$ cat config.mk
export PLATFORM = sky130hd
export DESIGN_NAME = fmwm_ctrl
export DESIGN_NICKNAME = d
export VERILOG_FILES = /design/src/rtl/fmwm_pkg.sv /design/src/rtl/fmwm_ctrl.sv
export SDC_FILE = /design/constraint.sdc
export NUM_CORES = 1
export LEC_CHECK = 0
export ABC_CLOCK_PERIOD_IN_PS = 1450
export BUFFER_PORTS_ARGS = -buffer_cell sky130_fd_sc_hd__buf_2
export CORE_MARGIN = 4
export CORE_UTILIZATION = 38
export DETAILED_ROUTE_END_ITERATION = 16
export GPL_ROUTABILITY_DRIVEN = 0
export GPL_TIMING_DRIVEN = 0
export HOLD_SLACK_MARGIN = 0.15
export PLACE_DENSITY = 0.68
export SYNTH_ARGS = -nofsm -noshare
export SYNTH_HDL_FRONTEND = slang
export SYNTH_SLANG_ARGS = --single-unit
$ cat constraint.sdc
create_clock -name clk -period 1.45 [get_ports clk]
set_input_delay 0 -clock clk [delete_from_list [all_inputs] [get_ports clk]]
set_output_delay 0 -clock clk [all_outputs]
set_load 0.02 [all_outputs]
$ cat src/rtl/fmwm_pkg.sv
// ----------------------------------------------------------------------------
// fmwm_pkg
// Shared constants and controller/datapath interface types.
// ----------------------------------------------------------------------------
`default_nettype none

package fmwm_pkg;

	localparam int MAX_PIXELS  = 32768;
	localparam int ADDR_W      = $clog2(MAX_PIXELS);
	localparam int CNT_W       = 16;
	localparam int SAMPLE_W    = 16;
	localparam int SUM_W       = 32;
	localparam int MEAN_W      = 25;
	localparam int PIX_W       = 8;
	localparam int DIV_W       = 40;
	localparam int DIV_CNT_W   = $clog2(DIV_W);
	localparam int WINDOW_HALF = 30;
	localparam int PIX_MAX     = 255;
	localparam int FRAC_BITS   = 8;

	localparam logic OP_PUSH = 1'b0;
	localparam logic OP_READ = 1'b1;

	typedef struct packed {
		logic push;
		logic rd;
		logic div_load;
		logic div_step;
		logic div_finish;
		logic out_load;
	} fmwm_cmd_t;

	typedef struct packed {
		logic frame_ready;
		logic push_last;
		logic out_free;
	} fmwm_status_t;

endpackage

`default_nettype wire

$ cat src/rtl/fmwm_ctrl.sv
// ----------------------------------------------------------------------------
// fmwm_ctrl
// Sequencer: push/read dispatch, mean division steps, readout handoff.
// ----------------------------------------------------------------------------
`default_nettype none

module fmwm_ctrl (
	input  wire logic                  clk,
	input  wire logic                  arst_n,
	input  wire logic                  in_valid,
	input  wire logic                  operation,
	input  wire fmwm_pkg::fmwm_status_t status,
	output fmwm_pkg::fmwm_cmd_t        cmd,
	output logic                       idle
);
	import fmwm_pkg::*;

	typedef enum logic [2:0] {
		ST_IDLE,
		ST_PREP,
		ST_DIV,
		ST_FIN,
		ST_RD
	} state_t;

	state_t               state_q;
	logic [DIV_CNT_W-1:0] cnt_q;

	assign idle = (state_q == ST_IDLE);

	always_comb begin
		cmd = '0;
		unique case (state_q)
			ST_IDLE: begin
				if (in_valid) begin
					if (operation == OP_PUSH) begin
						cmd.push = 1'b1;
					end else if (status.frame_ready) begin
						cmd.rd = 1'b1;
					end
				end
			end
			ST_PREP: cmd.div_load   = 1'b1;
			ST_DIV:  cmd.div_step   = 1'b1;
			ST_FIN:  cmd.div_finish = 1'b1;
			ST_RD:   cmd.out_load   = status.out_free;
			default: cmd = '0;
		endcase
	end

	always_ff @(posedge clk or negedge arst_n) begin
		if (!arst_n) begin
			state_q <= ST_IDLE;
			cnt_q   <= '0;
		end else begin
			unique case (state_q)
				ST_IDLE: begin
					if (cmd.push && status.push_last) begin
						state_q <= ST_PREP;
					end else if (cmd.rd) begin
						state_q <= ST_RD;
					end
				end
				ST_PREP: begin
					cnt_q   <= '0;
					state_q <= ST_DIV;
				end
				ST_DIV: begin
					cnt_q <= cnt_q + 1'b1;
					if (cnt_q == DIV_CNT_W'(DIV_W - 1)) begin
						state_q <= ST_FIN;
					end
				end
				ST_FIN: state_q <= ST_IDLE;
				ST_RD: begin
					if (status.out_free) begin
						state_q <= ST_IDLE;
					end
				end
				default: state_q <= ST_IDLE;
			endcase
		end
	end

endmodule

`default_nettype wire

==> metrics.txt <==
clock sink count 9; Synthesized Nets 71; clock network fraction of design power 18.1%; n_diodes 0; IO buf count 13; Vias/cell 5.23; area delta synth->final 30.7%; Clk Latency, worst-skew pair 0.26 ns; starting density of the core 41.6%; synth warn 0; final setup fails 0; Final min period 1.38 ns; share of the synthesized area in the top cell type 40.1%; crit start category flop; CTS Root Cell clkbuf_4; CTS H-tree lvls 1; pin slew with the least headroom to its limit 0.400 ns; share of layout cells above drive strength 1 30.1%; Final ANT Viol Nets 0; core area 0.00135 mm2; chip width 46.5 um; Hold Slack 0.165 ns; Synth async-reset ratio 100%; initial DRC count 9; wire length per cell 13.1 um; die area 0.00216 mm2; Vias 513; Syn Inst Count 63; Total Routed Length 1290 um; pwr/cell area 1450 mW/mm2; Global Route Usage Sum 14.6%; IO Pins 14; max_slew headroom 73.3%; fmax 723 MHz; die height 46.5 um; pin count of the biggest net entering global routing 11; initial antenna violation count 0; drc violations 0; crit share post-route 95.4%; Max VDD drop 0.958 mV; Final Util 54.4%; ys flop type dfrtp_1; Netlist cell types 27; Worst EP arrival 1.38 ns; post-synthesis sequential area ratio 40.1%; Pwr Total 1.07 mW; vias in the first global route 513; post-CTS setup buffer count 0; maximum root-to-sink buffer count 2; Switching Fraction 40.7%; PnR worst setup slack 0.0664 ns; Leak Pwr 0.353 nW; cell taking the most area after synthesis dfrtp_1; CP Max Fanout 10; clock skew 0.00169 ns; number of synthesized register bits 9; Fillers 141; total grt overflow 0; EDFF count, synth 0; Setup crit end kind output pin; clock slew at reported path FFs 0.06 ns; Final Hold Fails 0; HPWL after detailed placement 907 um; Critical Path RT 1.45 ns; max cap viols 0; mapped cell area 562 um2; Psw 0.433 mW; Pins Over Slew Limit 0; top post-synthesis cells by area dfrtp_1 40%, o21ai_0 6.2%, nor3_1 4.5%; nets 92; P_int 0.632 mW; setup slack at placement 0.242 ns; WS Path Type reg2out; share of total power in combinational logic 43.7%; worst min path class in2reg; drt pass-1 iters 3; CTS tree done; outcome complete, no violations; sequential share of power 38.2%; Num CTS Buffers 3; global-route wire length before repair 2200 um; syn_area_per_cell 8.92 um2; row cnt 13
-- synthesized netlist by cell type (all sizes together), types with 2 or more instances --
library cell / count
and3: 2
nand2: 5
buf: 4
a21oi: 3
dfrtp: 9
nand4: 3
nor4: 2
inv: 2
mux2i: 2
nor3b: 3
o21ai: 7
nor3: 5
nor2: 2
and2: 2
-- registers in the layout, summed over array words and instances, names as in the netlist --
| register | cells |
|---|---|
| cnt_q | 6 |
| state_q | 3 |
-- through the flow --
stage | cell area, um2 | TNS, ns | instances
6_report | 734 | 0 | 98
5_1_grt | 734 | -0.0161 | 98
4_1_cts | 712 | 0 | 99
3_5_place_dp | 646 | 0 | 91
3_3_place_gp | 646 | 0 | 91
2_1_floorplan | 562 | 0 | 63
-- what timing repair did --
item | 4_1_cts | 5_1_grt
hold buffers | 4 | 0
resized for setup | 0 | 8
endpoints found under the setup margin | 0 | 5
endpoints found under the hold margin | 10 | 0
-- worst paths after layout --
path	to	from	depth (start not counted)	slack (ns)
setup / recovery	cmd[4]	state_q[1]	4	0.07
hold / removal	state_q[0]	status[1]	3	0.17
setup reg to reg	cnt_q[2]	cnt_q[0]	4	0.23
hold reg to reg	cnt_q[5]	cnt_q[5]	1	0.48
max in group asynchronous	state_q[1]	arst_n	3	0.44
min in group asynchronous	cnt_q[0]	arst_n	3	0.72
-- area by class of cell --
cell class                      count  area (um2)  area share [%]
Multi-Input combinational cell     47         315            42.9
Sequential cell                     9         225            30.7
Timing Repair Buffer               17         110            15.0
Buffer                              4        31.3            4.26
Clock buffer                        4        26.3            3.58
Tap cell                           15        18.8            2.56
Inverter                            2        7.51            1.02
-- power groups by stage --
| stage | Combinational, mW | Sequential, mW | Clock (mW) |
|---|---|---|---|
| floorplan | 0.341 | 0.380 | 0 |
| global placement | 0.435 | 0.399 | 0 |
| detailed placement | 0.445 | 0.401 | 0 |
| CTS | 0.455 | 0.397 | 0.201 |
| global route | 0.520 | 0.424 | 0.211 |
| finish | 0.466 | 0.407 | 0.193 |
-- cell usage in the layout (no fill, tap or decap), drive strengths merged, types with 2 or more instances in the layout --
master / count
a21oi: 3
and2: 2
and3: 2
buf: 16
clkbuf: 5
dfrtp: 9
dlygate4sd3: 4
inv: 2
mux2i: 2
nand2: 5
nand4: 3
nor2: 2
nor3: 5
nor3b: 3
nor4: 2
o21ai: 7
-- worst max-delay path, cell delays in order, from the launching register on --
cell,delay [ns]
dfrtp_1,0.37
buf_6,0.13
clkbuf_4,0.19
nor4_2,0.25
buf_4,0.18
-- per-layer routing --
layer | track usage, % | routed length (um)
met1 | 19.2 | 622
met2 | 21.4 | 592
met3 | 5.86 | 58
met4 | 5.11 | 12
met5 | 0 | 0
-- kinds of logic (layout without fill, tap and decap cells) --
group                      after synthesis  in the layout  share of synthesized area [%]
xor gates and xnor gates                 1              1                           1.56
muxes                                    3              3                           5.57
AOI/OAI and AO/OA                       12             12                           11.8
and+or+nand+nor                         30             30                           31.8
buffers and inverters                    7             27                           6.90
adders and majority gates                1              1                           2.23
DFF                                      9              9                           40.1
No activity file was read; power rests on OpenSTA's default activity.
